--- src/hw/rtl/adsr_pkg.sv ---
`default_nettype none

package adsr_pkg;

    // field and register widths
    localparam int unsigned FIELD_W        = 16;
    localparam int unsigned CFG_IDX_W      = 3;
    localparam int unsigned COUNT_BITS_DEF = 16;

    // unity gain in q1.15
    localparam logic [FIELD_W-1:0] ONE_Q15 = 16'h8000;

    // register indexes
    localparam logic [CFG_IDX_W-1:0] CFG_TOTAL   = 3'd0;
    localparam logic [CFG_IDX_W-1:0] CFG_ATTACK  = 3'd1;
    localparam logic [CFG_IDX_W-1:0] CFG_DECAY   = 3'd2;
    localparam logic [CFG_IDX_W-1:0] CFG_RELEASE = 3'd3;
    localparam logic [CFG_IDX_W-1:0] CFG_SUSTAIN = 3'd4;

    // register reset values
    localparam logic [FIELD_W-1:0] RST_TOTAL   = 16'd6615;
    localparam logic [FIELD_W-1:0] RST_ATTACK  = 16'd882;
    localparam logic [FIELD_W-1:0] RST_DECAY   = 16'd1764;
    localparam logic [FIELD_W-1:0] RST_RELEASE = 16'd3969;
    localparam logic [FIELD_W-1:0] RST_SUSTAIN = 16'd22938;

    // serial divider: one quotient bit per cycle
    localparam int unsigned NUM_W      = 31;
    localparam int unsigned DIV_STEPS  = 16;
    localparam int unsigned DIV_CNT_W  = 4;

    typedef struct packed {
        logic busy;
        logic done;
    } t_div_stat;

endpackage

`default_nettype wire

--- src/hw/rtl/adsr_div.sv ---
`default_nettype none

module adsr_div
    import adsr_pkg::*;
(
    input  wire logic               i_clk,
    input  wire logic               i_rst_n,
    input  wire logic               i_start,
    input  wire logic [NUM_W-1:0]   i_num,
    input  wire logic [FIELD_W-1:0] i_den,
    output t_div_stat               o_stat,
    output logic [FIELD_W-1:0]      o_quot
);

    // restoring division; numerator is always below den * 2^16
    logic                 r_busy;
    logic [DIV_CNT_W-1:0] r_cnt;
    logic [FIELD_W-1:0]   r_rem;
    logic [FIELD_W-1:0]   r_nq;
    logic [FIELD_W-1:0]   r_den;

    logic [FIELD_W:0]     w_trial;
    logic [FIELD_W:0]     w_diff;
    logic                 w_ge;

    assign w_trial = {r_rem, r_nq[FIELD_W-1]};
    assign w_ge    = (w_trial >= {1'b0, r_den});
    assign w_diff  = w_trial - {1'b0, r_den};

    always_ff @(posedge i_clk) begin
        if (!i_rst_n) begin
            r_busy <= 1'b0;
            r_cnt  <= '0;
        end else if (i_start) begin
            r_busy <= 1'b1;
            r_cnt  <= DIV_CNT_W'(DIV_STEPS - 1);
        end else if (r_busy) begin
            r_busy <= (r_cnt != '0);
            r_cnt  <= r_cnt - 1'b1;
        end
    end

    // numerator low bits shift out as quotient bits shift in
    always_ff @(posedge i_clk) begin
        if (i_start) begin
            r_rem <= {1'b0, i_num[NUM_W-1:FIELD_W]};
            r_nq  <= i_num[FIELD_W-1:0];
            r_den <= i_den;
        end else if (r_busy) begin
            r_rem <= w_ge ? w_diff[FIELD_W-1:0] : w_trial[FIELD_W-1:0];
            r_nq  <= {r_nq[FIELD_W-2:0], w_ge};
        end
    end

    assign o_stat.busy = r_busy;
    assign o_stat.done = r_busy && (r_cnt == '0);
    assign o_quot      = r_nq;

    a_rem_below_den: assert property (@(posedge i_clk) disable iff (!i_rst_n)
        r_busy |-> (r_rem < r_den))
        else $error("divider remainder not below divisor");

    a_start_busy: assert property (@(posedge i_clk) disable iff (!i_rst_n)
        i_start |=> r_busy)
        else $error("divider did not start");

    a_busy_holds: assert property (@(posedge i_clk) disable iff (!i_rst_n)
        (r_busy && (r_cnt != '0) && !i_start) |=> r_busy)
        else $error("divider stopped early");

endmodule

`default_nettype wire

--- src/hw/rtl/adsr_envelope_shaper_core.sv ---
// adsr envelope shaper: each accepted beat carries a signed 16-bit sample and a restart flag;
// the block returns one beat with the sample scaled by a linear attack-decay-sustain-release
// gain (q1.15) chosen by the sample's position in the sound, truncated toward zero, and a
// last flag on the final sample. when the gain needs a division (attack, decay, release) the
// item waits on the 16-step bit-serial divider; in sustain or once the release has run out
// the division is skipped. the result sits in an output register, so the next beat is taken
// while it waits. the user must write configuration only while the block is idle; the block
// itself does not enforce this.
`default_nettype none

module adsr_envelope_shaper_core
    import adsr_pkg::*;
#(
    parameter int unsigned COUNT_BITS = COUNT_BITS_DEF
) (
    input  wire logic                  i_clk,
    input  wire logic                  i_rst_n,
    // configuration write port
    input  wire logic                  i_cfg_we,
    input  wire logic [CFG_IDX_W-1:0]  i_cfg_idx,
    input  wire logic [FIELD_W-1:0]    i_cfg_wdata,
    // input channel
    input  wire logic                  i_in_valid,
    output logic                       o_in_ready,
    input  wire logic signed [FIELD_W-1:0] i_sample_in,
    input  wire logic                  i_restart,
    // output channel
    output logic                       o_out_valid,
    input  wire logic                  i_out_ready,
    output logic signed [FIELD_W-1:0]  o_sample_out,
    output logic                       o_last
);

    // compare width: wide enough for the position plus one and for a + d + s
    localparam int unsigned CMP_W = (COUNT_BITS + 1 > FIELD_W + 1) ? COUNT_BITS + 1
                                                                     : FIELD_W + 1;

    typedef enum logic [7:0] {
        S_IDLE = 8'b0000_0001,
        S_SUM  = 8'b0000_0010,
        S_ADS  = 8'b0000_0100,
        S_SEL  = 8'b0000_1000,
        S_MUL  = 8'b0001_0000,
        S_DIV  = 8'b0010_0000,
        S_OMUL = 8'b0100_0000,
        S_DONE = 8'b1000_0000
    } t_state;

    t_state r_state, n_state;

    // configuration registers
    logic [FIELD_W-1:0] r_total, r_attack, r_decay, r_release, r_sustain;
    logic [FIELD_W-1:0] w_level;

    // position counter and per-item state
    logic [COUNT_BITS-1:0] r_pos;
    logic [COUNT_BITS-1:0] r_x;
    logic                  r_neg;
    logic [FIELD_W-1:0]    r_mag;
    logic                  r_last;

    // phase boundaries
    logic [FIELD_W:0]      r_ad;
    logic [FIELD_W+1:0]    r_adr;
    logic [FIELD_W:0]      r_ads;

    // operands picked for the current phase
    logic [FIELD_W-1:0]    r_ma, r_mb, r_den, r_env;
    logic                  r_dec, r_skip;

    logic [FIELD_W-1:0]    r_pm;
    logic                  r_out_valid;
    logic [FIELD_W-1:0]    r_sample_out;
    logic                  r_last_out;

    // accept side
    logic                  w_in_acc;
    logic [COUNT_BITS-1:0] w_cur_i;
    logic                  w_acc_last;

    // phase select
    logic [CMP_W-1:0]      w_x;
    logic [CMP_W-1:0]      w_k;
    logic                  w_in_att, w_in_dec, w_in_sus, w_rel_zero;

    // shared multiplier
    logic [FIELD_W-1:0]    w_mul_a, w_mul_b;
    logic [NUM_W-1:0]      w_prod;
    logic [FIELD_W-1:0]    w_env_sel;

    // divider
    logic                  w_div_start;
    t_div_stat             w_div_stat;
    logic [FIELD_W-1:0]    w_quot;

    assign o_in_ready = (r_state == S_IDLE);
    assign w_in_acc   = i_in_valid && o_in_ready;

    // saturate sustain level at unity
    assign w_level = (r_sustain > ONE_Q15) ? ONE_Q15 : r_sustain;

    // position of this sample and end-of-sound test
    assign w_cur_i    = i_restart ? '0 : r_pos;
    assign w_acc_last = (CMP_W'(w_cur_i) + CMP_W'(1)) >= CMP_W'(r_total);

    // phase decision
    assign w_x        = CMP_W'(r_x);
    assign w_in_att   = w_x < CMP_W'(r_attack);
    assign w_in_dec   = w_x < CMP_W'(r_ad);
    assign w_in_sus   = w_x < CMP_W'(r_ads);
    assign w_k        = w_x - CMP_W'(r_ads);
    assign w_rel_zero = (r_release == '0) || (w_k >= CMP_W'(r_release));

    // envelope after division: decay counts down from unity
    assign w_env_sel = r_skip ? r_env : (r_dec ? (ONE_Q15 - w_quot) : w_quot);

    // one multiplier, used for the numerator and for the final scaling
    assign w_mul_a = (r_state == S_MUL) ? r_ma : r_mag;
    assign w_mul_b = (r_state == S_MUL) ? r_mb : w_env_sel;
    assign w_prod  = NUM_W'(32'(w_mul_a) * 32'(w_mul_b));

    assign w_div_start = (r_state == S_MUL);

    adsr_div u_div (
        .i_clk   (i_clk),
        .i_rst_n (i_rst_n),
        .i_start (w_div_start),
        .i_num   (w_prod),
        .i_den   (r_den),
        .o_stat  (w_div_stat),
        .o_quot  (w_quot)
    );

    // configuration writes
    always_ff @(posedge i_clk) begin
        if (!i_rst_n) begin
            r_total   <= RST_TOTAL;
            r_attack  <= RST_ATTACK;
            r_decay   <= RST_DECAY;
            r_release <= RST_RELEASE;
            r_sustain <= RST_SUSTAIN;
        end else if (i_cfg_we) begin
            case (i_cfg_idx)
                CFG_TOTAL:   r_total   <= i_cfg_wdata;
                CFG_ATTACK:  r_attack  <= i_cfg_wdata;
                CFG_DECAY:   r_decay   <= i_cfg_wdata;
                CFG_RELEASE: r_release <= i_cfg_wdata;
                CFG_SUSTAIN: r_sustain <= i_cfg_wdata;
                default: begin
                end
            endcase
        end
    end

    // sequencer
    always_comb begin
        n_state = r_state;
        case (r_state)
            S_IDLE: if (i_in_valid) n_state = S_SUM;
            S_SUM:  n_state = S_ADS;
            S_ADS:  n_state = S_SEL;
            // sustain and a spent release need no division
            S_SEL:  n_state = (!w_in_att && !w_in_dec && (w_in_sus || w_rel_zero))
                              ? S_OMUL : S_MUL;
            S_MUL:  n_state = S_DIV;
            S_DIV:  if (w_div_stat.done) n_state = S_OMUL;
            S_OMUL: n_state = S_DONE;
            // wait for the output register to free up
            S_DONE: if (!r_out_valid || i_out_ready) n_state = S_IDLE;
            default: n_state = S_IDLE;
        endcase
    end

    always_ff @(posedge i_clk) begin
        if (!i_rst_n) begin
            r_state <= S_IDLE;
            r_pos   <= '0;
        end else begin
            r_state <= n_state;
            if (w_in_acc) begin
                // position wraps at the counter width and restarts after the last sample
                r_pos <= w_acc_last ? '0 : COUNT_BITS'(w_cur_i + 1'b1);
            end
        end
    end

    // per-item datapath
    always_ff @(posedge i_clk) begin
        case (r_state)
            S_IDLE: begin
                if (i_in_valid) begin
                    r_x    <= w_cur_i;
                    r_neg  <= i_sample_in[FIELD_W-1];
                    r_mag  <= i_sample_in[FIELD_W-1]
                              ? FIELD_W'(FIELD_W'(0) - $unsigned(i_sample_in))
                              : $unsigned(i_sample_in);
                    r_last <= w_acc_last;
                end
            end
            S_SUM: begin
                r_ad  <= (FIELD_W+1)'(r_attack) + (FIELD_W+1)'(r_decay);
                r_adr <= (FIELD_W+2)'(r_attack) + (FIELD_W+2)'(r_decay)
                         + (FIELD_W+2)'(r_release);
            end
            S_ADS: begin
                // end of sustain: total minus release, or a + d when the phases overrun
                r_ads <= ((FIELD_W+2)'(r_total) > r_adr)
                         ? (FIELD_W+1)'(r_total - r_release) : r_ad;
            end
            S_SEL: begin
                if (w_in_att) begin
                    r_ma   <= w_x[FIELD_W-1:0];
                    r_mb   <= ONE_Q15;
                    r_den  <= r_attack;
                    r_dec  <= 1'b0;
                    r_skip <= 1'b0;
                    r_env  <= '0;
                end else if (w_in_dec) begin
                    r_ma   <= FIELD_W'(w_x - CMP_W'(r_attack));
                    r_mb   <= ONE_Q15 - w_level;
                    r_den  <= r_decay;
                    r_dec  <= 1'b1;
                    r_skip <= 1'b0;
                    r_env  <= '0;
                end else if (w_in_sus) begin
                    r_ma   <= '0;
                    r_mb   <= '0;
                    r_den  <= r_release;
                    r_dec  <= 1'b0;
                    r_skip <= 1'b1;
                    r_env  <= w_level;
                end else if (w_rel_zero) begin
                    r_ma   <= '0;
                    r_mb   <= '0;
                    r_den  <= r_release;
                    r_dec  <= 1'b0;
                    r_skip <= 1'b1;
                    r_env  <= '0;
                end else begin
                    r_ma   <= w_level;
                    r_mb   <= r_release - w_k[FIELD_W-1:0];
                    r_den  <= r_release;
                    r_dec  <= 1'b0;
                    r_skip <= 1'b0;
                    r_env  <= '0;
                end
            end
            S_OMUL: begin
                // magnitude times gain, shifted down by 15
                r_pm <= w_prod[NUM_W-1:NUM_W-FIELD_W];
            end
            default: begin
            end
        endcase
    end

    // output register
    always_ff @(posedge i_clk) begin
        if (!i_rst_n) begin
            r_out_valid <= 1'b0;
        end else if ((r_state == S_DONE) && (!r_out_valid || i_out_ready)) begin
            r_out_valid <= 1'b1;
        end else if (i_out_ready) begin
            r_out_valid <= 1'b0;
        end
    end

    always_ff @(posedge i_clk) begin
        if ((r_state == S_DONE) && (!r_out_valid || i_out_ready)) begin
            // restore the sign; truncation toward zero falls out of scaling the magnitude
            r_sample_out <= r_neg ? FIELD_W'(FIELD_W'(0) - r_pm) : r_pm;
            r_last_out   <= r_last;
        end
    end

    assign o_out_valid  = r_out_valid;
    assign o_sample_out = $signed(r_sample_out);
    assign o_last       = r_last_out;

    a_idle_div_free: assert property (@(posedge i_clk) disable iff (!i_rst_n)
        o_in_ready |-> !w_div_stat.busy)
        else $error("input ready while divider busy");

    a_done_in_div: assert property (@(posedge i_clk) disable iff (!i_rst_n)
        w_div_stat.done |-> (r_state == S_DIV))
        else $error("divider finished outside divide state");

    a_restart_pos: assert property (@(posedge i_clk) disable iff (!i_rst_n)
        (w_in_acc && i_restart && !w_acc_last) |=> (r_pos == COUNT_BITS'(1)))
        else $error("restart did not move position to one");

    a_no_overwrite: assert property (@(posedge i_clk) disable iff (!i_rst_n)
        ((r_state == S_DONE) && r_out_valid && !i_out_ready) |=> (r_state == S_DONE))
        else $error("result left while output register full");

endmodule

`default_nettype wire
--- config.mk ---
export PLATFORM = sky130hd
export DESIGN_NAME = adsr_envelope_shaper_core
export DESIGN_NICKNAME = d
export VERILOG_FILES = /design/src/hw/rtl/adsr_pkg.sv /design/src/hw/rtl/adsr_div.sv /design/src/hw/rtl/adsr_envelope_shaper_core.sv
export SDC_FILE = /design/constraint.sdc
export NUM_CORES = 2
export LEC_CHECK = 0
export ABC_CLOCK_PERIOD_IN_PS = 8060
export BUFFER_PORTS_ARGS = -buffer_cell sky130_fd_sc_hd__buf_2
export CAP_MARGIN = 20
export CORE_MARGIN = 2
export CORE_UTILIZATION = 45
export CTS_CLUSTER_DIAMETER = 30
export DETAILED_ROUTE_END_ITERATION = 8
export GPL_ROUTABILITY_DRIVEN = 1
export GPL_TIMING_DRIVEN = 0
export PLACE_DENSITY = 0.6
export SLEW_MARGIN = 20
export SYNTH_ARGS = -nofsm -noshare
export SYNTH_HDL_FRONTEND = slang
export SYNTH_SLANG_ARGS = --single-unit
--- constraint.sdc ---
create_clock -name i_clk -period 8.06 [get_ports i_clk]
set_input_delay 1.612 -clock i_clk [delete_from_list [all_inputs] [get_ports i_clk]]
set_output_delay 1.612 -clock i_clk [all_outputs]
set_load 0.01 [all_outputs]
# ---- Word-level counts from Yosys, hierarchy flattened
# Index checks and enable logic that the tools add are counted.
dict set report classes {
  add_sub_neg 15
  mul 1
  n_lt_le_gt_ge 8
  eq_ne 15
  muxes 38
  n_bitwise 1
  n_reduce_logical 26
}
# op n
set ops {}
lappend ops {{16-bit 2-to-1 mux} 20}
lappend ops {{8-bit case mux with 8 select lines} 1}
lappend ops {{17-bit by 16-bit >= comparator with 1-bit output} 3}
lappend ops {{16-bit subtractor} 3}
lappend ops {{15-bit 2-to-1 mux} 3}
lappend ops {{16-bit by 16-bit adder with 17-bit output} 2}
lappend ops {{16-bit by 17-bit less-than comparator with 1-bit output} 2}
lappend ops {{1-bit by 16-bit subtractor with 16-bit output (first input constant)} 2}
lappend ops {{16-bit subtractor (first input constant)} 2}
lappend ops {{16-bit by 16-bit multiplier with 31-bit output} 1}
lappend ops {{8-bit 2-to-1 mux} 3}
lappend ops {{17-bit by 16-bit adder with 18-bit output} 1}
lappend ops {{16-bit by 18-bit > comparator with 1-bit output} 1}
lappend ops {{16-bit by 1-bit adder with 17-bit output (second input constant)} 1}
lappend ops {{17-bit 2-to-1 mux} 1}
lappend ops {{16-bit by 16-bit subtractor with 17-bit output} 1}
lappend ops {{16-bit by 17-bit subtractor with 17-bit output} 1}
lappend ops {{16-bit by 1-bit adder with 16-bit output (second input constant)} 1}
lappend ops {{16-bit > comparator (second input constant)} 1}
lappend ops {{16-bit zero test} 1}
lappend ops {{16-bit less-than comparator} 1}
lappend ops {{2-bit AND reduction} 6}
lappend ops {{8-bit by 1-bit == test with 1-bit output (second input constant)} 1}
lappend ops {{8-bit by 2-bit == test with 1-bit output (second input constant)} 1}
lappend ops {{other kinds (26)} 44}
dict set report word_totals {
  ff_bits 343
  input_bits 41
  output_inout_bits 19
  elab_cells 135
}

# ---- Logic depth before layout (Yosys ltp)
dict set report depth {
  ltp_word 7
  mapped_depth 33
  depth_no_buf 32
}

# ---- Cells and area by module
# From an unflattened synthesis, not the netlist that was laid out.
dict set report hier_totals {
  hier_cells 3300
  area_unflattened_um2 30219.0
}
# module n_inst cells_per_inst area_per_inst_um2 seq_area_each_um2
set modules_own_cells {}
lappend modules_own_cells {adsr_envelope_shaper_core 1 3032 27148.5 7657.3}
lappend modules_own_cells {adsr_div 1 268 3070.4 1531.5}

# ---- Worst setup path before layout
# No wires, ideal clock.
dict set report synth_path {
  path_kind {reg2reg}
  start {reg u_div.r_nq[2], in the netlist u_div.o_quot[2]}
  end {reg u_div.r_rem[14] (data pin)}
  setup_time_ps 260
  arrival_ps 7635
  required_ps 7800
  slack_ps 165
  path_stages_with_launch 32
  n_path_buf 1
  synth_period_minus_slack_ps 7895
  cell_sequence {edfxtp_1 > or4_1 > or2_2 > o31ai_1 > nand2_1 > xnor2_1 > nor2_1 > a21oi_1 > a21oi_1 > clkbuf_1 > nand2_1 > fa_1 > inv_1 > fa_1 > inv_1 > fa_1 > inv_1 > fa_1 > fa_1 > inv_1 > fa_1 > inv_1 > ha_1 > o21ai_0 > nand2b_1 > a21oi_1 > a31oi_1 > a221oi_1 > o311ai_0 > a21oi_1 > xnor2_1 > mux2_2}
}
dict set report synth_via {
  elab_chain_len 6
}
# element line_no
set synth_rtl {}
lappend synth_rtl {{start, declared} adsr_div.sv:19} ;# logic [FIELD_W-1:0] r_nq;
lappend synth_rtl {{start signal, assigned} adsr_div.sv:47} ;# r_nq <= i_num[FIELD_W-1:0];
lappend synth_rtl {{start signal, assigned} adsr_div.sv:51} ;# r_nq <= {r_nq[FIELD_W-2:0], w_ge};
lappend synth_rtl {{16-bit subtractor} adsr_envelope_shaper_core.sv:115} ;# assign w_env_sel = r_skip ? r_env : (r_dec ? (ONE_Q15 - w_quot) : w_quot);
lappend synth_rtl {{16-bit 2-to-1 mux (*) (2 in series)} adsr_envelope_shaper_core.sv:115}
lappend synth_rtl {{16-bit 2-to-1 mux (*)} adsr_envelope_shaper_core.sv:119} ;# assign w_mul_b = (r_state == S_MUL) ? r_mb : w_env_sel;
lappend synth_rtl {{16-bit by 16-bit multiplier with 31-bit output (*)} adsr_envelope_shaper_core.sv:120} ;# assign w_prod = NUM_W'(32'(w_mul_a) * 32'(w_mul_b));
lappend synth_rtl {{net u_div.i_num[30]} adsr_div.sv:9} ;# input wire logic [NUM_W-1:0] i_num,
lappend synth_rtl {{15-bit 2-to-1 mux (*)} adsr_div.sv:45} ;# if (i_start) begin
lappend synth_rtl {{end signal, assigned} adsr_div.sv:46} ;# r_rem <= {1'b0, i_num[NUM_W-1:FIELD_W]};
lappend synth_rtl {{end signal, assigned} adsr_div.sv:50} ;# r_rem <= w_ge ? w_diff[FIELD_W-1:0] : w_trial[FIELD_W-1:0];
lappend synth_rtl {{end, declared} adsr_div.sv:18} ;# logic [FIELD_W-1:0] r_rem;
# Mark *: on every way through the listed nets, which the timed path passes. The rest lies on a longest branch.
# A chain may end at the register's enable or synchronous reset.

# ---- Final worst setup path
dict set report layout_path {
  start {reg u_div.r_nq[3], in the netlist u_div.o_quot[3]}
  end {reg u_div.r_rem[14] (data pin)}
}
# The elaborated chain is that of the path after synthesis.

==> results.cfg <==
[floorplan]
core-area_mm2 = 0.0657
die_area_mm2 = 0.0685
floorplan.die.height_um = 262
die_w_um = 262
start_util_pct = 45.4
num_rows = 94
top_level_ports = 60

[route]
antenna_left = 0
via_per_inst = 5.53
drc = 0
detailedRoute.firstIterationViolations = 2059
via_count = 24363
routed_wire_length_per_instance_um = 21.7
number_of_iterations_in_the_first_detailed_routing_pass = 5
total_detailed_routing_wirelength_mm = 95.3

[worst_setup_path]
critPathRequiredTime_ns = 8.41
crit_arrival_ns = 8.26
reg2reg_launch_point = u_div.o_quot[3]
cpMostUsedCell = fa_1
worstPathMaxFanout = 5
crit_path_start_kind = flip-flop
timing.critical_path.to_type = flip-flop
timing.critical_path.slowest_stage_cell = or4_4
crit_path_max_incr_delay_ns = 0.55
reg2reg_to = u_div.r_rem[14]
crit_start = u_div.o_quot[3]
timing.reg2reg.worst_path_depth = 31
timing.setup.critical_path_class = reg2reg
ff2ff_setup_slack_ns = 0.15

[min_path]
min-delay-path-class = reg2reg
min-delay-start = r_den[8]
hold_path_depth = 0
timing.hold.worst_endpoint = u_div.r_den[8]

[pwr]
power.static_leakage_nw = 15.2
comb_power_share_pct = 62.7
vdd_drop_max_mv = 0.870
p_per_area_mw_per_mm2 = 422
share_seq_of_total_power_pct = 15.4
power.switching_fraction_pct = 44.7
power.share.clock_pct = 21.9
intPower_w = 0.00821
p_sw_w = 0.00665

[synthesis]
synth-edff-count = 232
synth.distinct_cells = 72
synth_flop_cell = edfxtp_1
synth.net_count = 3823
netlist_area_mm2 = 0.0299
post_synth.cell_area_avg_um2 = 9.09
postSynth.asyncResetShare_pct = 0
synthCells = 3287
yosysWarningCount = 0
ys_seq_elements = 343
synth-seq-area-share_pct = 30.8

[placed_design]
portBuffers = 57
replace_congestion = 0.949
dp_worst_setup_slack_ns = -1.66
place_hpwl_mm = 75.3
placement.cell_area_mm2 = 0.0314

[final_layout]
filler_cell_count = 6071
fraction_of_final_layout_cells_sized_beyond_drive_strength_1_pct = 11.2
design_area_mm2 = 0.0352
num-nets-final = 4007
multiInputGateArea_mm2 = 0.0194
area.sequential_mm2 = 0.00919
largest_register_ffs = 18
area_delta_synth_final_pct = 17.9
largest_registers = r_adr x18, r_ad x17, r_ads x17
top_register = r_adr

[flow_run]
maxCapViolCount = 0

[cts]
tritoncts_clock_tree = built
cts.reportedPaths.clkPinSlew_ns = 0.05
clock_path_buffers = 3
clock_tree.htree_level_count = 3
cts.root.buffer_cell = clkbuf_16
clk_latency_ns = 0.62
cts_sink_cnt = 343
numCtsBuffers = 82

[global_route]
grt_start_max_net_pins = 59
grt_first_pass_wirelength_mm = 143
grtUsageMet1_pct = 35.3
global_route_track_usage_on_met3_pct = 3.82
gr-usage-met2_pct = 47.0
initial_antenna_violation_count = 1
global_route.overflow_total = 0
vias_in_the_first_global_route = 23822
grtUsageTotal_pct = 28.0
grt-busiest-layer = met2

[timing]
grt_setup_unrepaired = yes
finalMaxSlewViolations = 0
fin_worst_skew_ns = 0.0603
timing.final.crit_period_ns = 7.91
layout_setup_ws_ns = 0.147
period_share_pct = 98.2
achievable-frequency_ghz = 0.126
worst_slew_margin_rel_pct = 24.4
worst-slew-pin-transition_ns = 1.10
final-setup-viol-count = 0
hold_viol = 0

[status]
status = complete, no violations
-- Yosys cell counts (42+ instances only) --
cell / instances / area, um2
nand2_1: 507 / 1900
nand3_1: 42 / 210
dfxtp_1: 111 / 2220
o21ai_0: 141 / 706
xnor2_1: 108 / 946
o21a_1: 44 / 330
nor2b_1: 52 / 325
fa_1: 216 / 4320
edfxtp_1: 232 / 6970
a21boi_0: 60 / 450
a21oi_1: 121 / 606
mux2i_1: 44 / 440
xor2_1: 65 / 569
nor2_1: 263 / 987
clkbuf_1: 95 / 357
nor3_1: 44 / 220
inv_1: 426 / 1600
a21o_1: 44 / 330
ha_1: 279 / 3490
-- per-stage QoR --
stage / hold WS, ns / instances / power, W / setup TNS (ns) / utilization, %
global placement: 0.401 / 4208 / 0.0101 / -33.54 / 47.5
floorplan: 0.400 / 3287 / 0.00738 / 0 / -
detailed placement: 0.406 / 4213 / 0.0100 / -36.11 / 47.7
finish: 0.417 / 4403 / 0.0149 / 0 / 53.6
CTS: 0.413 / 4383 / 0.0139 / 0 / 52.7
global route: 0.422 / 4401 / 0.0159 / -0.328 / 53.6
-- worst max-delay path: cells and delay by family (launching register included) --
| kind | cells | cell delay (ns) |
|---|---|---|
| fa+ha+maj | 7 | 3.06 |
| compound gates | 7 | 1.32 |
| mux | 1 | 0.27 |
| flops | 1 | 0.39 |
| buf+inv | 6 | 0.55 |
| xor+xnor | 2 | 0.32 |
| simple gates | 8 | 1.74 |
-- metal layers --
| layer | part of all wire (%) | vias to the layer above |
|---|---|---|
| met5 | 0 | - |
| met4 | 5.6 | 0 |
| met3 | 5.8 | 254 |
| met2 | 48 | 895 |
| met1 | 41 | 11699 |
| li1 | - | 11515 |
-- placed cells by master (no fill, tap or decap), types with 14 or more instances in the layout --
master | synthesis | final
a211oi_1 | 25 | 22
a21boi_0 | 60 | 60
a21o_1 | 44 | 43
a21oi_1 | 121 | 107
a31oi_1 | 20 | 18
a32oi_1 | 14 | 14
and2_1 | 21 | 21
and3_1 | 18 | 17
buf_2 | 3 | 62
buf_4 | 0 | 39
clkbuf_1 | 95 | 87
clkbuf_16 | 0 | 83
dfxtp_1 | 111 | 111
edfxtp_1 | 232 | 232
fa_1 | 216 | 212
ha_1 | 279 | 268
inv_1 | 426 | 416
mux2i_1 | 44 | 31
nand2_1 | 507 | 499
nand2b_1 | 25 | 24
nand3_1 | 42 | 42
nand4_1 | 16 | 16
nor2_1 | 263 | 263
nor2b_1 | 52 | 51
nor3_1 | 44 | 41
o211ai_1 | 37 | 37
o21a_1 | 44 | 39
o21ai_0 | 141 | 128
o31ai_1 | 23 | 21
or2_2 | 18 | 17
xnor2_1 | 108 | 105
xor2_1 | 65 | 64
-- power by group through the flow --
stage / sequential [W] / clock [W] / combinational (W)
detailed placement: 0.00231 / 0 / 0.00773
CTS: 0.00229 / 0.00330 / 0.00831
global placement: 0.00232 / 0 / 0.00774
global route: 0.00229 / 0.00339 / 0.0103
floorplan: 0.00226 / 0 / 0.00512
finish: 0.00229 / 0.00325 / 0.00932
-- logic make-up (layout without fill, tap and decap cells) --
| kind of cell | after synthesis | in the layout | synth area share (%) |
|---|---|---|---|
| flip-flops | 343 | 343 | 30.8 |
| AO/OA/AOI/OAI | 625 | 625 | 13.8 |
| multiplexers | 47 | 47 | 1.59 |
| buffers and inverters | 531 | 781 | 6.71 |
| XOR/XNOR | 174 | 174 | 5.13 |
| AND/OR/NAND/NOR | 1072 | 1072 | 15.9 |
| other | 0 | 2 | 0 |
| adder cells (fa/ha/maj) | 495 | 495 | 26.2 |
-- worst max path at each step --
| stage | to | slack (ns) | cells past startpoint |
|---|---|---|---|
| after global routing | u_div.r_rem[14] | -0.10 | 25 |
| final | u_div.r_rem[14] | 0.15 | 31 |
| after CTS | u_div.r_rem[13] | 0.00001 | 33 |
| after global placement | u_div.r_rem[14] | -1.61 | 28 |
| after floorplan | u_div.r_rem[14] | 0.17 | 31 |
| after detailed placement | u_div.r_rem[14] | -1.66 | 28 |
-- area by class of cell --
cell class	instances	area share [%]
diodes	2	0.0142
well taps	864	3.07
plain buffers	100	1.40
inverters	427	4.56
flip-flops and latches	343	26.1
clock inverters	47	1.65
clock buffers	103	6.16
repair buffers	104	2.10
multi-input cells	2413	55.0
-- what timing repair did --
item,in CTS,in global routing
setup buffers,23,19
hold buffers,0,0
gates resized for setup,103,93
cloned,0,1
pin swaps,12,48
setup endpoints to repair,34,25
No activity file was read; power rests on OpenSTA's default activity.
